===== src/hdl/rsa_pkg.sv =====
package rsa_pkg;

  // fixed field widths of the ports
  localparam int W_SAMPLE = 16;
  localparam int W_COUNT  = 32;
  localparam int W_SUM    = 48;
  localparam int W_SUMSQ  = 62;
  localparam int W_EXT    = 16;
  localparam int W_MEAN   = 24;
  localparam int W_VAR    = 38;
  localparam int W_SD     = 23;

  // internal widths
  localparam int X_W    = 24;
  localparam int OPND_W = 64;
  localparam int WIDE_W = 112;
  localparam int ROOT_W = 32;
  localparam int SREM_W = 36;
  localparam int ITER_W = 7;

  // iteration counts of the shared serial units
  localparam int ITER_MEAN = 64;
  localparam int ITER_N    = 32;
  localparam int ITER_SS   = 48;
  localparam int ITER_VAR  = 112;
  localparam int ITER_SQ   = 32;

  typedef enum logic [4:0] {
    ST_IDLE,
    ST_MEAN_LD, ST_MEAN_RUN, ST_MEAN_ST,
    ST_MA_LD, ST_MA_RUN, ST_MA_ST,
    ST_MB_LD, ST_MB_RUN, ST_MB_ST,
    ST_MD_LD, ST_MD_RUN,
    ST_VAR_LD, ST_VAR_RUN, ST_VAR_ST,
    ST_SQ_LD, ST_SQ_RUN, ST_SQ_ST,
    ST_DONE
  } state_t;

  typedef enum logic [4:0] {
    OP_NONE,
    OP_ACCUM,
    OP_MEAN_LD,
    OP_DIV_STEP,
    OP_MEAN_ST,
    OP_MUL_NS_LD,
    OP_MUL_STEP,
    OP_A_ST,
    OP_MUL_SS_LD,
    OP_NUM_ST,
    OP_MUL_NN_LD,
    OP_VAR_LD,
    OP_VAR_ST,
    OP_SQ_LD,
    OP_SQ_STEP,
    OP_SD_ST,
    OP_OUT_LD
  } op_t;

  typedef struct packed {
    op_t op;
  } cmd_t;

  typedef struct packed {
    logic iter_last;
  } stat_t;

endpackage


===== src/hdl/rsa_ctrl.sv =====
module rsa_ctrl (
  input  logic          clk,
  input  logic          rst_n,
  input  logic          in_valid,
  output logic          in_stall,
  output logic          out_valid,
  input  logic          out_stall,
  input  rsa_pkg::stat_t stat,
  output rsa_pkg::cmd_t cmd
);

  rsa_pkg::state_t state_r, state_nxt;
  logic out_valid_r, out_valid_nxt;
  logic out_free;

  assign out_free  = !out_valid_r || !out_stall;
  assign in_stall  = (state_r != rsa_pkg::ST_IDLE);
  assign out_valid = out_valid_r;

  always_ff @(posedge clk) begin
    if (!rst_n) begin
      state_r     <= rsa_pkg::ST_IDLE;
      out_valid_r <= 1'b0;
    end else begin
      state_r     <= state_nxt;
      out_valid_r <= out_valid_nxt;
    end
  end

  always_comb begin
    state_nxt = state_r;
    case (state_r)
      rsa_pkg::ST_IDLE:     if (in_valid) state_nxt = rsa_pkg::ST_MEAN_LD;
      rsa_pkg::ST_MEAN_LD:  state_nxt = rsa_pkg::ST_MEAN_RUN;
      rsa_pkg::ST_MEAN_RUN: if (stat.iter_last) state_nxt = rsa_pkg::ST_MEAN_ST;
      rsa_pkg::ST_MEAN_ST:  state_nxt = rsa_pkg::ST_MA_LD;
      rsa_pkg::ST_MA_LD:    state_nxt = rsa_pkg::ST_MA_RUN;
      rsa_pkg::ST_MA_RUN:   if (stat.iter_last) state_nxt = rsa_pkg::ST_MA_ST;
      rsa_pkg::ST_MA_ST:    state_nxt = rsa_pkg::ST_MB_LD;
      rsa_pkg::ST_MB_LD:    state_nxt = rsa_pkg::ST_MB_RUN;
      rsa_pkg::ST_MB_RUN:   if (stat.iter_last) state_nxt = rsa_pkg::ST_MB_ST;
      rsa_pkg::ST_MB_ST:    state_nxt = rsa_pkg::ST_MD_LD;
      rsa_pkg::ST_MD_LD:    state_nxt = rsa_pkg::ST_MD_RUN;
      rsa_pkg::ST_MD_RUN:   if (stat.iter_last) state_nxt = rsa_pkg::ST_VAR_LD;
      rsa_pkg::ST_VAR_LD:   state_nxt = rsa_pkg::ST_VAR_RUN;
      rsa_pkg::ST_VAR_RUN:  if (stat.iter_last) state_nxt = rsa_pkg::ST_VAR_ST;
      rsa_pkg::ST_VAR_ST:   state_nxt = rsa_pkg::ST_SQ_LD;
      rsa_pkg::ST_SQ_LD:    state_nxt = rsa_pkg::ST_SQ_RUN;
      rsa_pkg::ST_SQ_RUN:   if (stat.iter_last) state_nxt = rsa_pkg::ST_SQ_ST;
      rsa_pkg::ST_SQ_ST:    state_nxt = rsa_pkg::ST_DONE;
      rsa_pkg::ST_DONE:     if (out_free) state_nxt = rsa_pkg::ST_IDLE;
      default:              state_nxt = rsa_pkg::ST_IDLE;
    endcase
  end

  always_comb begin
    cmd.op        = rsa_pkg::OP_NONE;
    out_valid_nxt = out_valid_r && out_stall;
    case (state_r)
      rsa_pkg::ST_IDLE:     if (in_valid) cmd.op = rsa_pkg::OP_ACCUM;
      rsa_pkg::ST_MEAN_LD:  cmd.op = rsa_pkg::OP_MEAN_LD;
      rsa_pkg::ST_MEAN_RUN: cmd.op = rsa_pkg::OP_DIV_STEP;
      rsa_pkg::ST_MEAN_ST:  cmd.op = rsa_pkg::OP_MEAN_ST;
      rsa_pkg::ST_MA_LD:    cmd.op = rsa_pkg::OP_MUL_NS_LD;
      rsa_pkg::ST_MA_RUN:   cmd.op = rsa_pkg::OP_MUL_STEP;
      rsa_pkg::ST_MA_ST:    cmd.op = rsa_pkg::OP_A_ST;
      rsa_pkg::ST_MB_LD:    cmd.op = rsa_pkg::OP_MUL_SS_LD;
      rsa_pkg::ST_MB_RUN:   cmd.op = rsa_pkg::OP_MUL_STEP;
      rsa_pkg::ST_MB_ST:    cmd.op = rsa_pkg::OP_NUM_ST;
      rsa_pkg::ST_MD_LD:    cmd.op = rsa_pkg::OP_MUL_NN_LD;
      rsa_pkg::ST_MD_RUN:   cmd.op = rsa_pkg::OP_MUL_STEP;
      rsa_pkg::ST_VAR_LD:   cmd.op = rsa_pkg::OP_VAR_LD;
      rsa_pkg::ST_VAR_RUN:  cmd.op = rsa_pkg::OP_DIV_STEP;
      rsa_pkg::ST_VAR_ST:   cmd.op = rsa_pkg::OP_VAR_ST;
      rsa_pkg::ST_SQ_LD:    cmd.op = rsa_pkg::OP_SQ_LD;
      rsa_pkg::ST_SQ_RUN:   cmd.op = rsa_pkg::OP_SQ_STEP;
      rsa_pkg::ST_SQ_ST:    cmd.op = rsa_pkg::OP_SD_ST;
      rsa_pkg::ST_DONE: begin
        if (out_free) begin
          cmd.op        = rsa_pkg::OP_OUT_LD;
          out_valid_nxt = 1'b1;
        end
      end
      default:              cmd.op = rsa_pkg::OP_NONE;
    endcase
  end

endmodule


===== src/hdl/rsa_datapath.sv =====
module rsa_datapath #(
  parameter int SAMPLE_BITS = 16,
  parameter int COUNT_BITS  = 32,
  parameter int FRAC_BITS   = 8
) (
  input  logic                                clk,
  input  logic                                rst_n,
  input  rsa_pkg::cmd_t                       cmd,
  output rsa_pkg::stat_t                      stat,
  input  logic [rsa_pkg::W_SAMPLE-1:0]        in_sample_value,
  output logic [rsa_pkg::W_COUNT-1:0]         out_sample_count,
  output logic signed [rsa_pkg::W_SUM-1:0]    out_running_sum,
  output logic [rsa_pkg::W_SUMSQ-1:0]         out_running_sum_sq,
  output logic signed [rsa_pkg::W_EXT-1:0]    out_smallest,
  output logic signed [rsa_pkg::W_EXT-1:0]    out_largest,
  output logic signed [rsa_pkg::W_MEAN-1:0]   out_mean_q8,
  output logic [rsa_pkg::W_VAR-1:0]           out_variance_q8,
  output logic [rsa_pkg::W_SD-1:0]            out_stdev_q8,
  output logic                                out_saturated
);

  localparam int XW = rsa_pkg::X_W;
  localparam int OW = rsa_pkg::OPND_W;
  localparam int WW = rsa_pkg::WIDE_W;
  localparam int SX = XW - SAMPLE_BITS;
  localparam logic [rsa_pkg::W_COUNT-1:0] CMAX =
    rsa_pkg::W_COUNT'((64'd1 << COUNT_BITS) - 64'd1);

  // accumulated state
  logic [rsa_pkg::W_COUNT-1:0] count_r;
  logic [rsa_pkg::W_SUM-1:0]   sum_r;
  logic [rsa_pkg::W_SUMSQ-1:0] sumsq_r;
  logic signed [XW-1:0]        min_r, max_r;
  logic                        sat_r;

  // shared serial units
  logic [rsa_pkg::ITER_W-1:0]  cnt_r;
  logic [WW-1:0]               macc_r;
  logic [OW-1:0]               ma_r, mb_r;
  logic [WW-1:0]               dnum_r;
  logic [OW-1:0]               drem_r, dden_r;
  logic [WW-1:0]               prod_a_r;
  logic [OW-1:0]               srad_r;
  logic [rsa_pkg::SREM_W-1:0]  srem_r;
  logic [rsa_pkg::ROOT_W-1:0]  sroot_r;

  // derived results
  logic [rsa_pkg::W_MEAN-1:0]  mean_r;
  logic [rsa_pkg::W_VAR-1:0]   var_r;
  logic [rsa_pkg::W_SD-1:0]    sd_r;

  // result word
  logic [rsa_pkg::W_COUNT-1:0] o_count_r;
  logic [rsa_pkg::W_SUM-1:0]   o_sum_r;
  logic [rsa_pkg::W_SUMSQ-1:0] o_sumsq_r;
  logic [rsa_pkg::W_EXT-1:0]   o_min_r, o_max_r;
  logic [rsa_pkg::W_MEAN-1:0]  o_mean_r;
  logic [rsa_pkg::W_VAR-1:0]   o_var_r;
  logic [rsa_pkg::W_SD-1:0]    o_sd_r;
  logic                        o_sat_r;

  logic [XW-1:0]               xz, xm;
  logic signed [XW-1:0]        x;
  logic [2*XW-1:0]             xsq;
  logic                        full;
  logic                        sneg;
  logic [rsa_pkg::W_SUM-1:0]   smag;
  logic [OW-1:0]               mean_num, mean_q;
  logic [OW:0]                 drem2, dsub;
  logic                        dge;
  logic [WW-1:0]               msum, ndiff;
  logic [rsa_pkg::SREM_W-1:0]  qrem2, qtrial;
  logic                        qge;

  assign xz   = XW'(in_sample_value);
  // mask to the sample width and sign extend from its top bit
  assign x    = $signed(xz << SX) >>> SX;
  assign xm   = x[XW-1] ? XW'(-x) : XW'(x);
  assign xsq  = xm * xm;
  assign full = (count_r == CMAX);

  assign sneg     = sum_r[rsa_pkg::W_SUM-1];
  assign smag     = sneg ? (rsa_pkg::W_SUM'(0) - sum_r) : sum_r;
  // negative mean rounds toward minus infinity: ceil the magnitude
  assign mean_num = (OW'(smag) << FRAC_BITS)
                  + (sneg ? (OW'(count_r) - OW'(1)) : OW'(0));
  assign mean_q   = sneg ? (OW'(0) - dnum_r[OW-1:0]) : dnum_r[OW-1:0];

  assign drem2 = {drem_r, dnum_r[WW-1]};
  assign dsub  = drem2 - {1'b0, dden_r};
  assign dge   = (drem2 >= {1'b0, dden_r});

  assign msum  = {macc_r[WW-2:0], 1'b0} + (mb_r[OW-1] ? WW'(ma_r) : WW'(0));
  assign ndiff = prod_a_r - macc_r;

  assign qrem2  = {srem_r[rsa_pkg::SREM_W-3:0], srad_r[OW-1:OW-2]};
  assign qtrial = {2'b00, sroot_r, 2'b01};
  assign qge    = (qrem2 >= qtrial);

  assign stat.iter_last = (cnt_r == rsa_pkg::ITER_W'(1));

  always_ff @(posedge clk) begin
    if (!rst_n) begin
      count_r <= '0;
      sum_r   <= '0;
      sumsq_r <= '0;
      min_r   <= '0;
      max_r   <= '0;
      sat_r   <= 1'b0;
      cnt_r   <= '0;
    end else begin
      case (cmd.op)
        rsa_pkg::OP_ACCUM: begin
          sat_r <= full;
          if (!full) begin
            count_r <= count_r + rsa_pkg::W_COUNT'(1);
            sum_r   <= sum_r + {{(rsa_pkg::W_SUM-XW){x[XW-1]}}, x};
            sumsq_r <= sumsq_r + rsa_pkg::W_SUMSQ'(xsq);
            if (count_r == '0) begin
              min_r <= x;
              max_r <= x;
            end else begin
              if (x < min_r) min_r <= x;
              if (x > max_r) max_r <= x;
            end
          end
        end
        rsa_pkg::OP_MEAN_LD: begin
          dnum_r <= {mean_num, (WW-OW)'(0)};
          drem_r <= '0;
          dden_r <= OW'(count_r);
          cnt_r  <= rsa_pkg::ITER_W'(rsa_pkg::ITER_MEAN);
        end
        rsa_pkg::OP_DIV_STEP: begin
          drem_r <= dge ? dsub[OW-1:0] : drem2[OW-1:0];
          dnum_r <= {dnum_r[WW-2:0], dge};
          cnt_r  <= cnt_r - rsa_pkg::ITER_W'(1);
        end
        rsa_pkg::OP_MEAN_ST: mean_r <= mean_q[rsa_pkg::W_MEAN-1:0];
        rsa_pkg::OP_MUL_NS_LD: begin
          macc_r <= '0;
          ma_r   <= OW'(sumsq_r);
          mb_r   <= {count_r, (OW-rsa_pkg::W_COUNT)'(0)};
          cnt_r  <= rsa_pkg::ITER_W'(rsa_pkg::ITER_N);
        end
        rsa_pkg::OP_MUL_STEP: begin
          macc_r <= msum;
          mb_r   <= {mb_r[OW-2:0], 1'b0};
          cnt_r  <= cnt_r - rsa_pkg::ITER_W'(1);
        end
        rsa_pkg::OP_A_ST: prod_a_r <= macc_r;
        rsa_pkg::OP_MUL_SS_LD: begin
          macc_r <= '0;
          ma_r   <= OW'(smag);
          mb_r   <= {smag, (OW-rsa_pkg::W_SUM)'(0)};
          cnt_r  <= rsa_pkg::ITER_W'(rsa_pkg::ITER_SS);
        end
        rsa_pkg::OP_NUM_ST: begin
          // a negative numerator only arises from wrapped totals
          prod_a_r <= (prod_a_r < macc_r) ? WW'(0) : (ndiff << FRAC_BITS);
        end
        rsa_pkg::OP_MUL_NN_LD: begin
          macc_r <= '0;
          ma_r   <= OW'(count_r);
          mb_r   <= {count_r, (OW-rsa_pkg::W_COUNT)'(0)};
          cnt_r  <= rsa_pkg::ITER_W'(rsa_pkg::ITER_N);
        end
        rsa_pkg::OP_VAR_LD: begin
          dnum_r <= prod_a_r;
          drem_r <= '0;
          dden_r <= macc_r[OW-1:0];
          cnt_r  <= rsa_pkg::ITER_W'(rsa_pkg::ITER_VAR);
        end
        rsa_pkg::OP_VAR_ST: begin
          var_r <= (|dnum_r[WW-1:rsa_pkg::W_VAR]) ? '1 : dnum_r[rsa_pkg::W_VAR-1:0];
        end
        rsa_pkg::OP_SQ_LD: begin
          srad_r  <= OW'(var_r) << FRAC_BITS;
          srem_r  <= '0;
          sroot_r <= '0;
          cnt_r   <= rsa_pkg::ITER_W'(rsa_pkg::ITER_SQ);
        end
        rsa_pkg::OP_SQ_STEP: begin
          srem_r  <= qge ? (qrem2 - qtrial) : qrem2;
          sroot_r <= {sroot_r[rsa_pkg::ROOT_W-2:0], qge};
          srad_r  <= {srad_r[OW-3:0], 2'b00};
          cnt_r   <= cnt_r - rsa_pkg::ITER_W'(1);
        end
        rsa_pkg::OP_SD_ST: begin
          sd_r <= (|sroot_r[rsa_pkg::ROOT_W-1:rsa_pkg::W_SD]) ? '1
                : sroot_r[rsa_pkg::W_SD-1:0];
        end
        rsa_pkg::OP_OUT_LD: begin
          o_count_r <= count_r;
          o_sum_r   <= sum_r;
          o_sumsq_r <= sumsq_r;
          o_min_r   <= min_r[rsa_pkg::W_EXT-1:0];
          o_max_r   <= max_r[rsa_pkg::W_EXT-1:0];
          o_mean_r  <= mean_r;
          o_var_r   <= var_r;
          o_sd_r    <= sd_r;
          o_sat_r   <= sat_r;
        end
        default: ;
      endcase
    end
  end

  assign out_sample_count   = o_count_r;
  assign out_running_sum    = $signed(o_sum_r);
  assign out_running_sum_sq = o_sumsq_r;
  assign out_smallest       = $signed(o_min_r);
  assign out_largest        = $signed(o_max_r);
  assign out_mean_q8        = $signed(o_mean_r);
  assign out_variance_q8    = o_var_r;
  assign out_stdev_q8       = o_sd_r;
  assign out_saturated      = o_sat_r;

endmodule


===== src/hdl/running_statistics_accumulator_core.sv =====
// channel  | direction | ports
// in       | input     | in_valid, in_stall, in_sample_value
// out      | output    | out_valid, out_stall, out_sample_count .. out_saturated
//
// after acceptance each word runs through one shared
// restoring divider (64 steps for the mean, 112 for the variance), one
// shift-add multiplier (32 + 48 + 32 steps) and a 32-step square root.
// rst_n is synchronous and clears the totals; no clearing pass.
// a stalled result waits in its own register; the next word is taken
// meanwhile and only its result waits for that register to free up.
module running_statistics_accumulator_core #(
  parameter int SAMPLE_BITS = 16,
  parameter int COUNT_BITS  = 32,
  parameter int FRAC_BITS   = 8
) (
  input  logic                                clk,
  input  logic                                rst_n,
  input  logic                                in_valid,
  output logic                                in_stall,
  input  logic [rsa_pkg::W_SAMPLE-1:0]        in_sample_value,
  output logic                                out_valid,
  input  logic                                out_stall,
  output logic [rsa_pkg::W_COUNT-1:0]         out_sample_count,
  output logic signed [rsa_pkg::W_SUM-1:0]    out_running_sum,
  output logic [rsa_pkg::W_SUMSQ-1:0]         out_running_sum_sq,
  output logic signed [rsa_pkg::W_EXT-1:0]    out_smallest,
  output logic signed [rsa_pkg::W_EXT-1:0]    out_largest,
  output logic signed [rsa_pkg::W_MEAN-1:0]   out_mean_q8,
  output logic [rsa_pkg::W_VAR-1:0]           out_variance_q8,
  output logic [rsa_pkg::W_SD-1:0]            out_stdev_q8,
  output logic                                out_saturated
);

  rsa_pkg::cmd_t  cmd;
  rsa_pkg::stat_t stat;

  rsa_ctrl u_ctrl (
    .clk       (clk),
    .rst_n     (rst_n),
    .in_valid  (in_valid),
    .in_stall  (in_stall),
    .out_valid (out_valid),
    .out_stall (out_stall),
    .stat      (stat),
    .cmd       (cmd)
  );

  rsa_datapath #(
    .SAMPLE_BITS (SAMPLE_BITS),
    .COUNT_BITS  (COUNT_BITS),
    .FRAC_BITS   (FRAC_BITS)
  ) u_datapath (
    .clk                (clk),
    .rst_n              (rst_n),
    .cmd                (cmd),
    .stat               (stat),
    .in_sample_value    (in_sample_value),
    .out_sample_count   (out_sample_count),
    .out_running_sum    (out_running_sum),
    .out_running_sum_sq (out_running_sum_sq),
    .out_smallest       (out_smallest),
    .out_largest        (out_largest),
    .out_mean_q8        (out_mean_q8),
    .out_variance_q8    (out_variance_q8),
    .out_stdev_q8       (out_stdev_q8),
    .out_saturated      (out_saturated)
  );

endmodule


===== config.mk =====
export PLATFORM = sky130hd
export DESIGN_NAME = running_statistics_accumulator_core
export DESIGN_NICKNAME = d
export VERILOG_FILES = /design/src/hdl/rsa_pkg.sv /design/src/hdl/rsa_ctrl.sv /design/src/hdl/rsa_datapath.sv /design/src/hdl/running_statistics_accumulator_core.sv
export SDC_FILE = /design/constraint.sdc
export NUM_CORES = 2
export LEC_CHECK = 0
export BUFFER_PORTS_ARGS = -buffer_cell sky130_fd_sc_hd__buf_2
export CORE_MARGIN = 3
export CORE_UTILIZATION = 45
export DETAILED_ROUTE_END_ITERATION = 7
export PLACE_DENSITY = 0.65
export RECOVER_POWER = 25
export SLEW_MARGIN = 15
export SYNTH_ARGS = -nofsm -noshare
export SYNTH_HDL_FRONTEND = slang
export SYNTH_SLANG_ARGS = --single-unit

===== constraint.sdc =====
create_clock -name clk -period 12.4 [get_ports clk]
set_input_delay 2.48 -clock clk [delete_from_list [all_inputs] [get_ports clk]]
set_output_delay 2.48 -clock clk [all_outputs]
set_load 0.02 [all_outputs]

==> impl_metrics.toml <==
[synth]
yosys-top-cells-area = "edfxtp_1 35%, fa_1 11%, ha_1 8.2%"
async_flop_share = 0
synth_edf_count = 1041
yosys.area.top_type = "edfxtp_1"
netlist_area_um2 = 88900
synth_cells = 9067
ys.flop_type = "edfxtp_1"
synth_cell_types = 100
yosys_warnings = 0
synth_seq_area_share = 0.394
ys_ff_latch = 1229
avgSynthCellArea_um2 = 9.80
synth_top_cell_area_share = 0.352

[timing]
max_freq_ghz = 0.0908
post-route-period-util = 0.888
finClkSkew_ns = 0.0456
rsz0062_at_grt = "false"
whs_ns = 0.416
slew_viol_final = 625
setup_viol = 0
slew-limit-headroom = -1.74
fin_tns_setup_ns = 0
min_period_ns = 11.02
hold_viol = 0
worst_pin_slew_ns = 4.11
fin_ws_ns = 1.38

[floorplanning]
start_util = 0.454
dieWidth_um = 450
fp-row-count = 162
design.core.area_um2 = 196000
die_area_um2 = 203000
die-height_um = 450
io_pins = 282

[drt]
dr.max_layer_used = "met5"
drt_iter0_drc = 5821
ant_nets = 0
viasPerCell = 5.72
route.vias.total = 69826
routed_wl_um = 276000
route.met3.wl_um = 16400
drc = 0
wl_per_cell_um = 22.6
dr.pass1.iters = 6
met2WireLength_um = 129000
wl_met1_um = 117000

[final_layout]
layout_commonest_cell = "edfxtp_1"
final_cells = 12213
most-common-layout-cells = "1,041 x edfxtp_1, 1,004 x inv_1, 849 x nand2_1, 659 x nor2_1, 651 x a21oi_1"
syn2layout_area_growth_pct = 11.1
nNetsFinal = 10550
drive_above_1_share = 0.0716

[critical_path]
crit_fanout = 10
crit_family = "adder cells"
slowest_delay_ns = 0.55
critPathKind = "primary input to flop"
cp-end-kind = "flop"
crit_required_ns = 13.11
start_kind = "primary input"
cp_slowest_cell = "fa_1"
cp.arrival_ns = 11.73
critPathBufInv = 10

[global_route]
grt_pass1_vias = 69425
grtUsageTotal = 0.268
grt_max_degree = 146
grt.overflow.total = 0
antenna_found_initial = 12
grt_pass1_wl_um = 421000

[status]
outcome = "finished, violations left"
failed_checks = "capacitance limit, slew limit"

[place]
post-place-cells = 11946
portBuffers = 281
dp_hpwl_um = 213000
place_ws_ns = 0.708
gp_congestion = 0.992

[clock_network]
post-cts-setup-buffers = 0
cts_buffer_depth = 3
cts_tree = "done"
root_buffer = "clkbuf_16"
cts_hold_buf = 0
cts_sinks = 1229
clk_pin_slew_ns = 0.06
cts-resized-gates = 0
h-tree-depth = 4
insertion_delay_ns = 0.84
cts_buffers = 142

[job]
drv_cap = 12

[hold_path]
min_path_type = "flop to flop"
## worst paths after layout
| kind | end | slack (ns) | cells after the start | from |
|---|---|---|---|---|
| max | u_datapath.sumsq_r[54] | 1.38 | 35 | in_sample_value[2] |
| min | u_datapath.out_stdev_q8[20] | 0.42 | 0 | u_datapath.sd_r[20] |
| max reg2reg | u_datapath.dnum_r[101] | 4.11 | 18 | u_datapath.sum_r[47] |
| min reg2reg | u_datapath.out_stdev_q8[20] | 0.42 | 0 | u_datapath.sd_r[20] |
## logic make-up after synthesis
| family | share of synthesized area |
|---|---|
| compound gates | 0.160 |
| xor+xnor | 0.0523 |
| fa+ha+maj | 0.190 |
| buf+inv | 0.0613 |
| flops | 0.394 |
| mux | 0.00711 |
| other cells | 0.0000845 |
| simple gates | 0.135 |
## flip-flops by register name, indices dropped and copies added, names as in the netlist, 32 cells and up
register                       cells
u_datapath.dnum_r                112
u_datapath.macc_r                112
u_datapath.prod_a_r              112
u_datapath.dden_r                 64
u_datapath.drem_r                 64
u_datapath.ma_r                   62
u_datapath.out_running_sum_sq     62
u_datapath.sumsq_r                62
u_datapath.srad_r                 56
u_datapath.mb_r                   48
u_datapath.out_running_sum        48
u_datapath.sum_r                  48
u_datapath.out_variance_q8        38
u_datapath.var_r                  38
u_datapath.srem_r                 34
u_datapath.count_r                32
u_datapath.out_sample_count       32
u_datapath.sroot_r                32
## area by class of cell
| type | count | area, um2 |
|---|---|---|
| repair buffers | 399 | 2160 |
| flip-flops and latches | 1229 | 35000 |
| inverters | 1011 | 3800 |
| clock inverters | 83 | 1020 |
| diodes | 5 | 12.5 |
| multi-input cells | 6684 | 49700 |
| well taps | 2624 | 3280 |
| fillers | 18046 | 96900 |
| clock buffers | 178 | 3770 |
## layer usage
metal | track usage | up-vias
li1 | - | 32383
met1 | 0.354 | 34532
met2 | 0.440 | 2378
met3 | 0.0379 | 527
met4 | 0.118 | 6
met5 | 0 | -
## worst register-to-register path, delay by kind of cell (launching register included)
family | cells | cell delay, ns
compound gates | 9 | 2.16
xor+xnor | 1 | 0.28
fa+ha+maj | 1 | 0.45
buf+inv | 4 | 4.09
flops | 1 | 0.30
simple gates | 3 | 0.73
## cells in the mapped netlist (65+ instances only)
cell type  instances
a21o_1           300
nor2b_1           92
nor2_1           666
o21ai_0          404
and2_1           123
xor2_1           179
o31ai_1           81
a22o_1            79
a21oi_1          657
nand3_1          130
a221o_1           75
dfxtp_1          188
or3_1             73
o21bai_1         100
ha_1             583
inv_1           1005
clkbuf_1         374
nor3_1           126
nand2b_1          77
nand4_1          156
fa_1             480
nor4_1            65
xnor2_1          352
nand2_1          852
edfxtp_1        1041
## per-stage QoR
| step | area [um2] | util |
|---|---|---|
| after floorplan | 90000 | - |
| after global placement | 94100 | 0.481 |
| after detailed placement | 94100 | 0.481 |
| after CTS | 98900 | 0.506 |
| after global routing | 98700 | 0.505 |
| final | 98700 | 0.505 |
Power is left out: the tool's default activity adds up to more than one toggle a clock period on the data nets, which glitch-free logic cannot reach.
